==> config.mk <==
export PLATFORM = sky130hd
export DESIGN_NAME = lrt_cell
export DESIGN_NICKNAME = d
export VERILOG_FILES = /design/src/rtl/lrt_pkg.sv /design/src/rtl/lrt_cell.sv
export SDC_FILE = /design/constraint.sdc
export NUM_CORES = 1
export LEC_CHECK = 0
export BUFFER_PORTS_ARGS = -buffer_cell sky130_fd_sc_hd__buf_2
export CAP_MARGIN = 30
export CORE_ASPECT_RATIO = 1.2
export CORE_MARGIN = 2
export CORE_UTILIZATION = 36
export CTS_CLUSTER_DIAMETER = 120
export DETAILED_ROUTE_END_ITERATION = 10
export PLACE_DENSITY = 0.78
export SLEW_MARGIN = 5
export SYNTH_ARGS = -nofsm -noshare
export SYNTH_HDL_FRONTEND = slang
export SYNTH_SLANG_ARGS = --single-unit
==> constraint.sdc <==
create_clock -name clk -period 1.5 [get_ports clk]
set_clock_uncertainty 0.05 [all_clocks]
set_input_delay 0 -clock clk [delete_from_list [all_inputs] [get_ports clk]]
set_output_delay 0 -clock clk [all_outputs]
set_load 0.05 [all_outputs]
==> src/rtl/lrt_pkg.sv <==
package lrt_pkg;

  localparam int ENTRIES    = 64;
  localparam int KEY_BITS   = 16;
  localparam int VALUE_BITS = 32;
  localparam int CNT_W      = $clog2(ENTRIES + 1);
  localparam int LVLS       = $clog2(ENTRIES);

  typedef enum logic [1:0] {
    KIND_ADD      = 2'd0,
    KIND_DELETE   = 2'd1,
    KIND_TOUCH    = 2'd2,
    KIND_CONTAINS = 2'd3
  } kind_t;

  typedef enum logic [1:0] {
    ST_OK        = 2'd0,
    ST_NOT_FOUND = 2'd1,
    ST_FULL      = 2'd2,
    ST_DUPLICATE = 2'd3
  } status_t;

  typedef struct packed {
    kind_t       kind;
    logic [15:0] key;
    logic [31:0] value_handle;
  } req_t;

  typedef struct packed {
    status_t     status;
    logic        hit;
    logic        lru_valid;
    logic [15:0] lru_key;
    logic [31:0] lru_value;
    logic [6:0]  occupancy;
  } rsp_t;

  typedef struct packed {
    logic [KEY_BITS-1:0]   key;
    logic [VALUE_BITS-1:0] value;
  } entry_t;

  typedef enum logic [1:0] {
    CELL_HOLD,
    CELL_FROM_PREV,
    CELL_FROM_NEXT,
    CELL_LOAD
  } cell_op_t;

  typedef struct packed {
    logic valid;
    logic match;
  } cell_flags_t;

endpackage

==> src/rtl/lrt_cell.sv <==
module lrt_cell (
  input  logic                          clk,
  input  logic                          rst,
  input  lrt_pkg::cell_op_t             op,
  input  lrt_pkg::entry_t               prev_ent,
  input  logic                          prev_valid,
  input  lrt_pkg::entry_t               next_ent,
  input  logic                          next_valid,
  input  lrt_pkg::entry_t               load_ent,
  input  logic [lrt_pkg::KEY_BITS-1:0]  probe,
  output lrt_pkg::entry_t               ent,
  output lrt_pkg::cell_flags_t          flags
);
  import lrt_pkg::*;

  logic valid;

  always_ff @(posedge clk) begin
    unique case (op)
      CELL_HOLD:      ent <= ent;
      CELL_FROM_PREV: ent <= prev_ent;
      CELL_FROM_NEXT: ent <= next_ent;
      CELL_LOAD:      ent <= load_ent;
      default:        ent <= ent;
    endcase
  end

  always_ff @(posedge clk) begin
    if (rst) begin
      valid <= 1'b0;
    end else begin
      unique case (op)
        CELL_HOLD:      valid <= valid;
        CELL_FROM_PREV: valid <= prev_valid;
        CELL_FROM_NEXT: valid <= next_valid;
        CELL_LOAD:      valid <= 1'b1;
        default:        valid <= valid;
      endcase
    end
  end

  assign flags.valid = valid;
  assign flags.match = valid && (ent.key == probe);

endmodule

==> impl_metrics.ini, run 1 <==
[synth]
synthTopCellsByArea = edfxtp_1 (54%), mux2i_1 (18%), a21oi_1 (9.0%), nor2_1 (6.9%), xnor2_1 (3.9%)
synth_top_area_frac = 0.540
ys_warn_count = 0
synth_common_cells = nor2_1 (49), a21oi_1 (48), edfxtp_1 (48), mux2i_1 (48), xnor2_1 (12)
ys_ff_latch = 49
avgSynthCellArea_um2 = 11.2
seq_area_frac_synth = 0.547
synth_top_area_cell = edfxtp_1
synthArstFlopShare = 0
synth_edf_count = 48
syn_area_um2 = 2670
yosys_most_used_dff = edfxtp_1
synth_cell_types = 17
syn_inst = 238
yosysMostFrequentCell = nor2_1
synthesis.nets = 404

[critical_path]
cp_cell_sequence = xor2_1 > nor4_2 > nand4_1 > nor4_4 > buf_6
critPathCaptureType = output port
r2r_setup_slack_ns = 0.05
criticalPathCategory = reg2out
reg2reg_from = valid
max_stage_delay_ns = 0.40
cp_top_family = simple AND/OR/NAND/NOR gates
path_max_fanout = 2
path_buf_inv = 1
worstPathArrival_ns = 1.72
crit_path_top_delay_cell = edfxtp_1
rr_endpoint = valid
critPathLaunchType = flip-flop
reg2reg_depth = 4
cp.required_ns = 1.45

[placement]
numPortBuffers = 215
place_area_um2 = 3850
dp.cells = 531
hpwlAfterDp_um = 5860
gp_routability_congestion = 0.767

[timing]
hold_viol = 0
fin_crit_sh = 1.18
fin_ws_ns = -0.274
fin_crit_ns = 1.77
maxClockFrequency_mhz = 564
rsz0062_at_grt = true
maxSlewHeadroom = 0.719
maxSlewViolCount = 0
setup_tns_ns = -0.274
worstMarginPinSlew_ns = 0.421
finalSetupViolations = 1

[power]
power_mw = 3.86
vdd_drop_max_v = 0.000481
power.density_nw_per_um2 = 903
total_leakage_power_nw = 2.07

[routing]
avgViaCountPerCell = 4.71
drcViolationCount = 0
dr_total_vias = 2688
drt_wl_total_um = 8070
avgRoutedWirePerCell_um = 14.1
first_iter_violations = 71
drt_pre_antenna_iters = 4
ant_nets = 0

[hold_path]
hold_start = prev_ent[2]
hold_path_depth = 3
min_path_type = in2reg
hold-path-endpoint = ent[2]

[clock_network]
tritoncts = yes
root_buffer = clkbuf_8
clock-sinks = 49
clk_latency_ns = 0.29
cts_buffers = 5
h-tree-depth = 2
clkTransAtPathRegs_ns = 0.08
cts_max_path_buffers = 2

[finish]
fin_area_um2 = 4280
drive_above_1_share = 0.478
final_core_util = 0.591
fillCellCount = 611
fin_nets = 647
final_cell_count_no_fill = 571
diodes = 0
area_growth_pct = 60.0

[die]
die_h_um = 98.4
rows = 34
io_pins = 216
coreArea_um2 = 7230
dieArea_um2 = 8130
start_util = 0.369
die_w_um = 82.6

[job]
drv_cap = 0

[run_status]
outcome = complete, but fails checks
violations = setup timing

[global_route]
antenna_found_initial = 0
grt_max_degree = 53
grt_pass1_wl_um = 12000
grt_pass1_vias = 2754
grt_overflow = 0
grtUsageTotal = 0.194
-- power breakdown --
group          internal [mW]  switching (mW)  total [mW]  leakage (nW)
sequential              1.69          0.0571        1.75         0.492
clock                  0.315           0.396       0.711        0.0387
combinational          0.485           0.917        1.40          1.53
total                   2.49            1.37        3.86          2.07
-- through the flow --
| stage | hold WS [ns] | setup slack, ns |
|---|---|---|
| after floorplan | 0.0228 | -0.356 |
| after global routing | 0.00931 | -0.385 |
| after CTS | 0.000559 | -0.312 |
| after global placement | 0.112 | -0.0667 |
| final | 0.00713 | -0.274 |
| after detailed placement | 0.111 | -0.141 |
-- layer usage --
| layer | track usage | up-vias | share of wire |
|---|---|---|---|
| met3 | 0.0555 | 20 | 0.097 |
| met2 | 0.373 | 151 | 0.52 |
| met1 | 0.187 | 1171 | 0.36 |
| met5 | 0 | - | 0 |
| li1 | - | 1346 | - |
| met4 | 0.0731 | 0 | 0.028 |
-- worst max path at each step --
stage,from,endpoint,slack (ns),cells past startpoint
final,ent[35],flags[0],-0.27,5
after global routing,ent[35],flags[0],-0.39,5
after CTS,ent[35],flags[0],-0.31,5
after detailed placement,ent[35],flags[0],-0.14,5
after global placement,ent[35],flags[0],-0.07,5
after floorplan,ent[35],flags[0],-0.36,4
-- placed cells by master (no fill, tap or decap) --
master,synthesis,routed
clkbuf_1,7,1
dlygate4sd3_1,0,33
a21oi_1,48,48
a211oi_1,2,2
buf_2,5,214
nor2b_1,1,1
clkinv_1,0,1
dfxtp_2,0,1
nor4_4,0,1
buf_12,0,3
nor2_1,49,49
mux2i_1,48,48
nor4_2,1,1
xnor2_1,12,12
clkbuf_8,0,5
or2_2,1,1
xor2_1,4,4
buf_4,6,3
nand4_1,3,3
nand2_1,1,1
buf_6,0,1
edfxtp_1,48,48
-- repair_timing --
action,in CTS,in global routing
endpoints found under the hold margin,31,1
hold buffers,32,1
setup buffers,0,0
pin swaps,0,1
setup endpoints to repair,1,2
gates resized for setup,3,1
-- sequential cells by signal, indices dropped and copies added (netlist names) --
register,cells
ent,48
valid,1
-- area by class of cell --
type / count / area, um2 / area share
Clock inverter: 1 / 3.75 / 0.000878
Timing Repair Buffer: 254 / 1500 / 0.350
Tap cell: 90 / 113 / 0.0263
Clock buffer: 6 / 72.6 / 0.0170
Multi-Input combinational cell: 171 / 1130 / 0.264
Sequential cell: 49 / 1460 / 0.342
-- worst register-to-register path, stage by stage, from the launching register on --
cell and delay (ns):
dfxtp_2 0.34, nor2b_1 0.13, a211oi_1 0.18, a211oi_1 0.07
dlygate4sd3_1 0.57
-- cells by family (layout without fill, tap and decap cells) --
kind of cell / Yosys count / in the layout / synth area share
mux: 48 / 48 / 0.180
buf+inv: 18 / 261 / 0.0361
simple gates: 57 / 57 / 0.0890
compound gates: 50 / 50 / 0.0955
xor+xnor: 16 / 16 / 0.0525
flops: 49 / 49 / 0.547
Note: power is estimated with default switching activity, not from simulation.
==> inputs of run 2 (changes only) <==
--- a/config.mk
+++ b/config.mk
@@ -8,7 +8,7 @@
 export BUFFER_PORTS_ARGS = -buffer_cell sky130_fd_sc_hd__buf_2
 export CAP_MARGIN = 30
 export CORE_ASPECT_RATIO = 1.2
-export CORE_MARGIN = 2
+export CORE_MARGIN = 4
 export CORE_UTILIZATION = 36
 export CTS_CLUSTER_DIAMETER = 120
 export DETAILED_ROUTE_END_ITERATION = 10
==> run 2 against run 1 <==
  * The flow still finishes with violations (setup timing)
  * Die area is 9.1% higher
  * Critical path depth unchanged
  * Total power about the same
  * Non-clock buffer count shrank 1
  * Via count increased by 1.8%
  * Largest cell class unchanged
==> impl_metrics.ini, run 2 (synthesized netlist as in run 1, its figures left out) <==
[run_status]
outcome = complete, but fails checks
violations = setup timing

[routing]
first_iter_violations = 60
avgRoutedWirePerCell_um = 14.8
ant_nets = 0
drt_wl_total_um = 8450
drcViolationCount = 0
avgViaCountPerCell = 4.80
dr_total_vias = 2737
drt_pre_antenna_iters = 4

[hold_path]
hold_path_depth = 3
min_path_type = in2reg

[finish]
drive_above_1_share = 0.477
area_growth_pct = 60.1
reg_top3 = ent x48, valid x1
fillCellCount = 583
diodes = 0
mostFrequentLayoutCell = buf_2
largest_reg_flops = 48
final_cell_mix = buf_2 (214), nor2_1 (49), mux2i_1 (48), a21oi_1 (48), edfxtp_1 (48)
seqCellArea_um2 = 1460
multi_input_area_um2 = 1130
fin_nets = 646
fin_area_um2 = 4280
top_register = ent

[global_route]
antenna_found_initial = 0
grt_pass1_vias = 2727
grt_pass1_wl_um = 12400
grt_max_degree = 55
grt_overflow = 0
grtUsageTotal = 0.180

[placement]
hpwlAfterDp_um = 6480
dp_slack_ns = -0.125
numPortBuffers = 215
place_area_um2 = 3870
gp_routability_congestion = 0.773

[timing]
rsz0062_at_grt = true
maxClockFrequency_mhz = 575
fin_crit_sh = 1.16
maxSlewViolCount = 0
finalSetupViolations = 1
fin_crit_ns = 1.74
fin_ws_ns = -0.238
setup_tns_ns = -0.238
maxSlewHeadroom = 0.721
hold_ws_ns = 0.00922
hold_viol = 0
worstMarginPinSlew_ns = 0.419

[clock_network]
h-tree-depth = 2
cts_max_path_buffers = 2
cts_buffers = 5
tritoncts = yes
root_buffer = clkbuf_8
clk_latency_ns = 0.29
clock-sinks = 49
clkTransAtPathRegs_ns = 0.08
postCtsSetupRepairBufs = 0

[die]
die_h_um = 102
io_pins = 216
dieArea_um2 = 8870
rows = 34
coreArea_um2 = 7230
die_w_um = 86.6
start_util = 0.369

[critical_path]
crit_path_start = ent[45]
critPathCaptureType = output port
criticalPathCategory = reg2out
worstPathArrival_ns = 1.69
rr_endpoint = valid
r2r_setup_slack_ns = 0.50
critPathLaunchType = flip-flop
endpoint = flags[0]
reg2reg_depth = 3
path_max_fanout = 2
cp.required_ns = 1.45
reg2reg_from = valid

[power]
power.density_nw_per_um2 = 903
total_leakage_power_nw = 2.07
vdd_drop_max_v = 0.000413

[job]
drv_cap = 0
-- run 2: cell types whose count changed in the layout (fill, tap and decap cells not counted) --
cell and delta:
buf_12 +1, buf_4 -1, dfxtp_1 +1, dfxtp_2 -1, dlygate4sd3_1 -1
-- run 2: what timing repair did --
action                     4_1_cts  5_1_grt
hold buffers                    31        1
pin swaps                        2        2
gates resized for setup          3        0
hold endpoints to repair        30        1
setup endpoints to repair        1        1
-- run 2: metrics by stage --
step	power (mW)	cells	util
after floorplan	2.67	238	-
final	3.86	570	0.591
after global routing	4.06	570	0.591
after CTS	3.91	569	0.590
after global placement	3.09	531	0.535
after detailed placement	3.12	531	0.535
-- run 2: cell type report --
cell class              count  share of cell area
multi-input cells         171               0.264
clock buffers               6              0.0170
flip-flops and latches     49               0.342
repair buffers            253               0.350
clock inverters             1            0.000878
well taps                  90              0.0263
-- run 2: per-layer routing --
metal	global-route usage	share of wire	vias to the layer above
li1	-	-	1341
met1	0.172	0.33	1226
met2	0.359	0.55	154
met3	0.0492	0.10	16
met4	0.0683	0.024	0
met5	0	0	-
-- run 2: worst min-delay path by stage --
stage / startpoint / end / slack [ns]
finish: prev_ent[32] / ent[32] / 0.009
global placement: rst / valid / 0.11
global route: next_ent[26] / ent[26] / 0.01
CTS: prev_ent[46] / ent[46] / 0.00006
floorplan: rst / valid / 0.02
detailed placement: rst / valid / 0.12
-- run 2: worst max-delay path, cell delays in order (launching register included) --
cell,delay (ns)
edfxtp_1,0.40
xor2_1,0.16
nor4_2,0.29
nand4_1,0.18
nor4_4,0.18
buf_6,0.19
-- run 2: where the power goes --
group / switching, mW / internal (mW) / total, mW / leakage (nW)
clock: 0.391 / 0.315 / 0.706 / 0.0387
sequential: 0.0576 / 1.69 / 1.75 / 0.492
combinational: 0.922 / 0.486 / 1.41 / 1.54
total: 1.37 / 2.49 / 3.86 / 2.07
==> inputs of run 3 (changes only) <==
--- a/config.mk
+++ b/config.mk
@@ -12,7 +12,7 @@
 export CORE_UTILIZATION = 36
 export CTS_CLUSTER_DIAMETER = 120
 export DETAILED_ROUTE_END_ITERATION = 10
-export PLACE_DENSITY = 0.78
+export PLACE_DENSITY = 0.75
 export SLEW_MARGIN = 5
 export SYNTH_ARGS = -nofsm -noshare
 export SYNTH_HDL_FRONTEND = slang
==> run 3 against run 2 <==
  * The flow still finishes with violations (setup timing)
  * Worst hold slack worse by 0.0084 ns
  * Wire length is 2.1% lower
  * Core utilization is 0.38 points higher
  * Combinational power hardly changed
  * Non-clock buffer count is 1 lower
  * Critical endpoint unchanged
  * Final area is 0.64% higher
  * Register-to-register slack better by 0.05 ns
  * Clock-buffer cell count is 1 lower
  * Final cell count stayed put
  * Highest routed layer is now met5
  * Critical path type unchanged
  * Total power is 9.4% higher
==> impl_metrics.ini, run 3 (synthesized netlist as in run 1, its figures left out) <==
[power]
total_leakage_power_nw = 2.08
p_switching_mw = 1.39
power_frac_seq = 0.414
pwr-share-comb = 0.329
vdd_drop_max_v = 0.000446
p_clk_frac = 0.257
internal_power_mw = 2.83
power.density_nw_per_um2 = 981
switching_share = 0.330
power_mw = 4.22

[hold_path]
hold_path_depth = 3
min_path_type = in2reg
hold_start = prev_ent[7]
hold-path-endpoint = ent[7]

[placement]
dp.cells = 529
hpwlAfterDp_um = 6180
numPortBuffers = 215
place_area_um2 = 3830
dp_slack_ns = -0.122
gp_routability_congestion = 0.767

[die]
coreArea_um2 = 7230
rows = 34
dieArea_um2 = 8870
io_pins = 216
die_w_um = 86.6
die_h_um = 102
start_util = 0.369

[clock_network]
clock-sinks = 49
tritoncts = yes
clk_latency_ns = 0.29
root_buffer = clkbuf_8
clkTransAtPathRegs_ns = 0.09
cts_max_path_buffers = 2
h-tree-depth = 2
cts_buffers = 5

[critical_path]
criticalPathCategory = reg2out
critPathLaunchType = flip-flop
rr_endpoint = valid
worstPathArrival_ns = 1.76
reg2reg_depth = 3
critPathCaptureType = output port
path_max_fanout = 2
r2r_setup_slack_ns = 0.55
reg2reg_from = valid
cp.required_ns = 1.45

[timing]
rsz0062_at_grt = true
fin_crit_sh = 1.20
fin_ws_ns = -0.307
maxSlewHeadroom = 0.602
maxClockFrequency_mhz = 553
hold_viol = 0
fin_crit_ns = 1.81
finalSetupViolations = 1
worstMarginPinSlew_ns = 0.597
setup_tns_ns = -0.307
maxSlewViolCount = 0

[routing]
avgViaCountPerCell = 4.70
dr_total_vias = 2679
drcViolationCount = 0
drt_wl_total_um = 8270
drt_pre_antenna_iters = 4
ant_nets = 0
avgRoutedWirePerCell_um = 14.5
first_iter_violations = 42

[finish]
fin_area_um2 = 4300
reg_top3 = ent x48, valid x1
diodes = 0
final_cell_mix = buf_2 (214), nor2_1 (49), mux2i_1 (48), a21oi_1 (48), edfxtp_1 (48)
final_cell_count_no_fill = 570
area_growth_pct = 61.1
fin_nets = 645
mostFrequentLayoutCell = buf_2
top_register = ent
drive_above_1_share = 0.479
largest_reg_flops = 48
fillCellCount = 613

[global_route]
grt_pass1_wl_um = 12100
grt_pass1_vias = 2694
grt_max_degree = 99
grtUsageTotal = 0.174
grt_overflow = 0
antenna_found_initial = 1

[run_status]
outcome = complete, but fails checks
violations = setup timing

[job]
drv_cap = 0
## run 3: cell count changes in the layout (fill, tap and decap cells not counted)
cell           change
buf_12             -2
bufinv_16          +2
clkbuf_1           -1
clkinv_1           -1
clkinv_2           +1
dlygate4sd3_1      +1
## run 3: power by group through the flow
stage | Combinational, mW | Sequential (mW) | Clock, mW
after detailed placement | 1.33 | 1.78 | 0
after global routing | 1.47 | 1.76 | 1.17
after CTS | 1.40 | 1.75 | 1.13
after floorplan | 0.325 | 2.34 | 0
final | 1.39 | 1.75 | 1.08
after global placement | 1.31 | 1.77 | 0
## run 3: final cells by class
type,instances,area (um2),share of cell area
clock buffers,5,68.8,0.0160
well taps,90,113,0.0262
multi-input cells,171,1130,0.262
repair buffers,252,1470,0.341
clock inverters,3,65.1,0.0151
flip-flops and latches,49,1460,0.340
## run 3: worst max-delay path by stage
stage            start  endpoint  slack, ns  cells after the start
2_1_floorplan  ent[35]  flags[0]      -0.36                      4
3_3_place_gp   ent[35]  flags[0]      -0.03                      5
3_5_place_dp   ent[35]  flags[0]      -0.12                      5
4_1_cts        ent[35]  flags[0]      -0.32                      5
5_1_grt        ent[35]  flags[0]      -0.41                      5
6_report       ent[35]  flags[0]      -0.31                      5
## run 3: critical path, stage by stage, from the launching register on
cell	delay [ns]
edfxtp_1	0.41
xor2_1	0.17
nor4_2	0.32
nand4_1	0.19
nor4_4	0.18
buf_6	0.19
## run 3: what timing repair did
action | CTS | global route
setup buffers | 0 | 0
hold endpoints to repair | 32 | 0
gates resized for setup | 3 | 0
hold buffers | 33 | 0
endpoints found under the setup margin | 1 | 1
pin swaps | 0 | 0
## run 3: routing by layer
layer	share of wire	GRT usage	routed length [um]	vias to the layer above
met5	0.0016	0	13	-
met4	0.014	0.0516	116	2
met3	0.092	0.0548	764	10
met2	0.56	0.349	4630	124
met1	0.33	0.165	2740	1195
li1	-	-	-	1348
## run 3: through the flow
stage | utilization | hold WS [ns]
floorplan | - | 0.0228
global placement | 0.529 | 0.108
detailed placement | 0.529 | 0.120
CTS | 0.595 | 0.00158
global route | 0.595 | 0.00287
finish | 0.595 | 0.000831
